$ cat src/sv/pcl_ram.sv
// generic single write, single read ram with registered read data
// no dependencies
module pcl_ram #(
  parameter int WIDTH = 8,
  parameter int DEPTH = 32
) (
  input  logic                     clk,
  input  logic                     wr_en,
  input  logic [$clog2(DEPTH)-1:0] wr_addr,
  input  logic [WIDTH-1:0]         wr_data,
  input  logic [$clog2(DEPTH)-1:0] rd_addr,
  output logic [WIDTH-1:0]         rd_data
);

  logic [WIDTH-1:0] mem [DEPTH];

  // write port and registered read port
  always_ff @(posedge clk) begin
    if (wr_en) begin
      mem[wr_addr] <= wr_data;
    end
    rd_data <= mem[rd_addr];
  end

endmodule

$ cat config.mk
export PLATFORM = sky130hd
export DESIGN_NAME = pcl_ram
export DESIGN_NICKNAME = d
export VERILOG_FILES = /design/src/sv/pcl_ram.sv
export SDC_FILE = /design/constraint.sdc
export NUM_CORES = 1
export LEC_CHECK = 0
export BUFFER_PORTS_ARGS = -buffer_cell sky130_fd_sc_hd__buf_2
export CAP_MARGIN = 20
export CORE_MARGIN = 2
export CORE_UTILIZATION = 40
export DETAILED_ROUTE_END_ITERATION = 8
export GPL_ROUTABILITY_DRIVEN = 1
export PLACE_DENSITY = 0.55
export SKIP_CTS_REPAIR_TIMING = 1
export SYNTH_ARGS = -nofsm -noshare
export SYNTH_HDL_FRONTEND = slang
export SYNTH_SLANG_ARGS = --single-unit
$ cat constraint.sdc
create_clock -name clk -period 2.1 [get_ports clk]
set_input_delay 0.315 -clock clk [delete_from_list [all_inputs] [get_ports clk]]
set_output_delay 0.315 -clock clk [all_outputs]
set_load 0.05 [all_outputs]
* After elaboration in Yosys (flattened, before gate mapping)
Memory sizes are Yosys's and may differ from the RTL's. A register that Yosys moved wholly into a read port is not among the register bits. Cells that the tools add are included.
Word-level totals: logic and storage cells 3, register bits 0, memories 1, latch bits 0, memory bits (read-only) 0, bits of input ports 20, RAM bits 256, output and inout bits 8
Memory list:
- mem | words 32, width 8, read ports 1, clocked after Yosys merged registers in 1, wr ports 1, line 15 | logic [WIDTH-1:0] mem [DEPTH];
Cells by class: multiplexer cells 2, $mul 0, bitwise gates (word level) 0, add/subtract/negate cells 0, equal/unequal tests 0, reductions and logical operators 0, shift operators 0, divide/modulo/power cells 0, magnitude comparators 0
Operator list (number):
- $mux 1 | 2

* Depth between registers and ports, before layout
Gate-level depths: netlist of run 1.
depth in word-level cells 2, mapped depth 5, mapped depth without buffers 3

* Worst setup path after synthesis of run 1
OpenSTA, ideal clock, no wires.
path kind in2reg, start point input port rd_addr[2], end point register rd_data[0] (read register of mem), required time 1.979 ns, path buffers 2, slack -0.017 ns, library setup time 0.121 ns, data arrival time 1.997 ns, cell stages on the path 5, cells stage by stage clkbuf_1 -> clkbuf_1 -> mux4_2 -> mux4_2 -> mux2_2
RTL lines:
- start, declared | line 11 | input logic [$clog2(DEPTH)-1:0] rd_addr,
- end, declared | line 12 | output logic [WIDTH-1:0] rd_data

==> qor.txt, run 1 <==
Cell variety after synth: 15
Worst setup SP type: flop
Die ar.: 26420 µm²
Starting Density: 40.39%
total routed wirelength: 21.30 mm
Via-to-Cell Ratio: 5.341
Final Instance Area: 11740 µm²
most frequent cells in the layout: edfxtp_1 (256), mux4_2 (80), buf_4 (39)
number of synthesized register bits: 264
syn avg cell area: 24.11 µm²
clock latency on the worst-skew pair: 0.51 ns
r2r endpoint: rd_data[0]$_DFF_P_
actual slew at the worst max-slew pin: 0.6490 ns
initial antenna violation count: 0
IO Port Bufs: 27
# nets final: 518
number of global-route vias before repair: 4709
HP Start: rd_addr[3]
reg2reg setup slack: 0.27 ns
DRC errors left: 0
crit path from: mem[28][0]$_DFFE_PP_
Final min period: 1.833 ns
n_diodes: 0
Die Wd: 162.5 µm
outcome: completed
Routed WL per cell: 25.15 µm
commonest non-fill, non-tap cell in the layout: edfxtp_1
Pins Over Slew Limit: 0
FF-to-FF path depth: 3
DRT Pass-1 Iters: 4
Final Hold Viols: 0
Tcrit/Tclk final: 87.28%
H-tree depth: 1
worst-case clock skew: 0.01122 ns
# fillers: 2013
post-synthesis sequential area ratio: 78.06%
# rows: 58
CTS tree: done
Fmax: 0.5456 GHz
Worst VDD drop: 0.6367 mV
TritonCTS Sinks: 264
Util after Layout: 47.17%
post-route ant nets: 0
max_cap viols: 0
reg2reg start: mem[28][0]$_DFFE_PP_
worst setup path class: flop to flop
dpl ws: -0.1572 ns
Min-Delay Path Class: input port to flop
CTS buffer count: 26
clk buf depth: 3
critical path arrival: 2.24 ns
Tot Pwr: 0.01082 W
Synth Net Count: 437
post-route worst setup slack: 0.2671 ns
cell count after synthesis: 417
Area growth syn-to-layout: 16.79%
synth warn: 0
io pins: 28
CTS clock-pin slew for the worst setup and hold paths: 0.06 ns
crit end category: flop
Crit path required time: 2.50 ns
Core Box Area: 24890 µm²
Post-Syn Area: 10050 µm²
gpl congestion: 0.7393
Pwr Density: 921.3 nW/µm²
aggregate global-route resource usage: 16.91%
largest net degree at the start of global routing: 39
layout cells sized above 1: 39.65%
hold depth: 2
placed standard-cell area: 10940 µm²
RSZ-0062 raised after global routing: false
Die Y-Extent: 162.5 µm
slew margin rel.: 56.73%
Vias: 4524
hold-critical path endpoint: rd_data[7]$_DFF_P_
critical-path maximum fanout: 1
first-pass GRT wire length: 31.79 mm
DRT iter0 DRCs: 381
dpl hpwl: 13.24 mm
Pleak: 3.751 nW
global route overflow: 0
Min Hold Slack: 0.2867 ns
CTS root buffer: clkbuf_16
final setup violation count: 0
-- kinds of logic (layout without fill, tap and decap cells) --
| kind of cell | Yosys count | in the layout | share of synthesized area, % |
|---|---|---|---|
| flops | 264 | 264 | 78.06 |
| mux | 88 | 88 | 18.82 |
| simple gates | 45 | 45 | 2.066 |
| buf+inv | 20 | 120 | 1.058 |
-- worst max-delay path, cell delays in order, from the launching register on --
cell	delay [ns]
edfxtp_1	0.36
mux4_2	0.54
mux4_2	0.54
mux2_2	0.28
-- power by group --
part	total (W)	switching, W	internal (W)
clock	0.00429	0.00184	0.00245
combinational	0.000646	0.000375	0.000271
sequential	0.00588	0.0000254	0.00586
-- how the worst max path moves through the flow --
stage | to | slack, ns | cells past startpoint
floorplan | rd_data[0]$_DFF_P_ | 0.0005 | 5
CTS | rd_data[0]$_DFF_P_ | 0.25 | 3
global route | rd_data[0]$_DFF_P_ | 0.22 | 3
finish | rd_data[0]$_DFF_P_ | 0.27 | 3
global placement | rd_data[0]$_DFF_P_ | -0.15 | 6
detailed placement | rd_data[7]$_DFF_P_ | -0.16 | 6
-- cell usage after synthesis (all sizes together) --
cell	n	area (µm²)
edfxtp	256	7687
or3b	3	26.28
clkbuf	6	22.52
nand2	1	3.750
or3	1	6.260
buf	14	83.82
mux4	80	1802
mux2	8	90.09
nor2	33	123.9
nand3b	5	37.54
nand3	2	10.01
dfxtp	8	160.2
-- flip-flops by register name, summed over array words and instances (netlist names) --
name     count
rd_data      8
mem        256
-- area by class of cell --
type / instances / area (µm²) / share of cell area (%)
clock inverter: 19 / 118.9 / 1.012
clock buffer: 28 / 679.4 / 5.786
multi-input combinational: 133 / 2100 / 17.88
tap: 330 / 412.9 / 3.517
sequential: 264 / 7848 / 66.84
timing repair buffer: 73 / 583.1 / 4.966
-- metal layers --
metal / part of all wire (%) / GRT usage [%] / vias to the layer above
met2: 50 / 27.72 / 134
met1: 44 / 24.64 / 2440
li1: - / - / 1938
met5: 0 / 0 / -
met3: 5.2 / 2.521 / 12
met4: 0.89 / 3.138 / 0
-- through the flow --
stage	instances	setup TNS, ns
floorplan	417	0
global placement	800	-0.9068
detailed placement	800	-0.9871
CTS	847	0
global route	847	0
finish	847	0
(Power assumes the default switching activity.)
==> inputs of run 2 (changes only) <==
--- a/config.mk
+++ b/config.mk
@@ -5,9 +5,10 @@
 export SDC_FILE = /design/constraint.sdc
 export NUM_CORES = 1
 export LEC_CHECK = 0
+export ABC_AREA = 1
 export BUFFER_PORTS_ARGS = -buffer_cell sky130_fd_sc_hd__buf_2
 export CAP_MARGIN = 20
-export CORE_MARGIN = 2
+export CORE_MARGIN = 4
 export CORE_UTILIZATION = 40
 export DETAILED_ROUTE_END_ITERATION = 8
 export GPL_ROUTABILITY_DRIVEN = 1
==> run 2 against run 1 <==
  * Sequential share of layout area decreased by 3.2 points
  * Critical path depth is 2 lower
  * Total power grew 7.4%
  * Clock-buffer cell count is 12 higher
  * Wire length is 26% higher
  * Global-route usage up 1.7 points
  * Cell area rose by 5.0%
  * Sequential power about the same
  * Synthesized cell count rose by 120%
==> qor.txt, run 2 <==
Worst Path Buf+Inv: 1
hold-critical path endpoint: rd_data[4]$_DFF_P_
Final min period: 1.499 ns
Vias: 6836
Most flops, register: mem
cell count after synthesis: 922
Util after Layout: 46.91%
HP Start: rd_addr[4]
Via-to-Cell Ratio: 5.128
Synth Flop Type: edfxtp_1
CTS root buffer: clkbuf_16
slowest CP cell: dfxtp_1
number of flip-flops in the largest register: 256
H-tree depth: 1
first-pass GRT wire length: 41.30 mm
Area growth syn-to-layout: 14.29%
slew margin rel.: 46.83%
CTS tree: done
RSZ-0062 raised after global routing: false
reg2reg start: mem[1][5]$_DFFE_PP_
crit path from: rd_data[4]$_DFF_P_
hold depth: 3
largest net degree at the start of global routing: 65
register share of total power: 50.6%
# fillers: 2385
actual slew at the worst max-slew pin: 0.7975 ns
worst-case clock skew: 0.01512 ns
syn avg cell area: 11.70 µm²
Tot Pwr: 0.01162 W
critical path arrival: 1.18 ns
number of global-route vias before repair: 6839
Die ar.: 29660 µm²
Levels on crit path: 1
reg2reg setup slack: 0.86 ns
layout cells sized above 1: 11.84%
synth warn: 0
CP peak stage delay: 0.37 ns
clk buf depth: 3
global route overflow: 0
Post-Syn Area: 10790 µm²
gpl congestion: 0.7983
CP cell instances: buf_2
crit end category: output port
clock latency on the worst-skew pair: 0.54 ns
combinational fraction of design power: 6.8%
largest registers: mem (256), rd_data (8)
P_sw: 0.002566 W
final setup violation count: 0
Pwr Density: 942.5 nW/µm²
most frequent cells in the layout: nand2_1 (360), edfxtp_1 (256), nand3_1 (204)
r2r endpoint: rd_data[5]$_DFF_P_
Post-synth EDFFs: 256
# rows: 59
aggregate global-route resource usage: 18.61%
dpl hpwl: 15.57 mm
Starting Density: 41.04%
worst setup path class: flop to output port
Synth area leaders: edfxtp_1 (71%), nand2_1 (13%), nand3_1 (9.5%)
DRC errors left: 0
Min-Delay Path Class: input port to flop
commonest non-fill, non-tap cell in the layout: nand2_1
CTS clock-pin slew for the worst setup and hold paths: 0.06 ns
most common cell in the netlist: nand2_1
Clock power frac: 42.6%
Cell variety after synth: 12
most instantiated cells after synthesis: nand2_1 (360), edfxtp_1 (256), nand3_1 (204)
DRT Pass-1 Iters: 5
IO Port Bufs: 27
Tcrit/Tclk final: 71.40%
io pins: 28
top-area cell type share of the netlist area: 71.27%
largest area contributor in the netlist: edfxtp_1
# nets final: 995
number of synthesized register bits: 264
Pleak: 4.625 nW
Die Y-Extent: 172.2 µm
FF-to-FF path depth: 8
Fmax: 0.6669 GHz
total routed wirelength: 26.93 mm
outcome: completed
Internal: 0.009053 W
initial antenna violation count: 0
max_cap viols: 0
CTS buffer count: 28
Synth Net Count: 942
Worst setup SP type: flop
Pins Over Slew Limit: 0
Die Wd: 172.2 µm
critical-path maximum fanout: 1
Crit path required time: 1.78 ns
Routed WL per cell: 20.20 µm
setup TNS: 0 ns
DRT iter0 DRCs: 680
Worst VDD drop: 0.6279 mV
Final Hold Viols: 0
post-synthesis sequential area ratio: 72.75%
Core Box Area: 26280 µm²
post-route ant nets: 0
TritonCTS Sinks: 264
Sw Share: 22.09%
Synth async-reset ratio: 0%
Top Family by Delay on Critical Path: flip-flops
run 2: worst max-delay path by stage:
| stage | end | slack [ns] |
|---|---|---|
| after global placement | rd_data[5]$_DFF_P_ | 0.35 |
| after detailed placement | rd_data[5]$_DFF_P_ | 0.35 |
| after CTS | rd_data[4] | 0.55 |
| after global routing | rd_data[4] | 0.56 |
| final | rd_data[4] | 0.60 |
| after floorplan | mem[0][0]$_DFFE_PP_ | 0.75 |
run 2: cell type report:
type	count	area, µm²	share of cell area (%)
clock inverters	12	131.4	1.066
flip-flops and latches	264	7848	63.66
diodes	1	2.502	0.02030
repair buffers	75	598.1	4.851
multi-input cells	596	2492	20.22
well taps	335	419.2	3.400
clock buffers	40	797.0	6.465
inverters	10	40.04	0.3248
run 2: per-layer routing:
| layer | track usage [%] | vias up | part of all wire, % |
|---|---|---|---|
| met5 | 0 | - | 0 |
| met4 | 4.375 | 0 | 1.7 |
| met2 | 30.89 | 162 | 49 |
| met1 | 26.33 | 3332 | 44 |
| li1 | - | 3308 | - |
| met3 | 2.492 | 34 | 4.6 |
run 2: metrics by stage:
stage / cell area, µm² / setup WS, ns / instances / hold WS, ns
after floorplan: 10790 / 0.7510 / 922 / 0.4139
after global placement: 11400 / 0.3469 / 1280 / 0.6578
after detailed placement: 11400 / 0.3486 / 1280 / 0.6563
after CTS: 12330 / 0.5492 / 1332 / 0.08708
after global routing: 12330 / 0.5613 / 1332 / 0.1113
final: 12330 / 0.6006 / 1333 / 0.1126
run 2: power groups by stage:
stage	Clock (W)	Combinational, W	Sequential, W
2_1_floorplan	0	0.000422	0.00605
3_3_place_gp	0	0.000793	0.00599
3_5_place_dp	0	0.000799	0.00599
4_1_cts	0.00504	0.000802	0.00588
5_1_grt	0.00530	0.000872	0.00588
6_report	0.00495	0.000791	0.00588
run 2: logic make-up after synthesis:
group / count (synthesis) / share of synthesized area (%)
and+or+nand+nor: 596 / 23.11
buffers and inverters: 62 / 4.141
DFF: 264 / 72.75
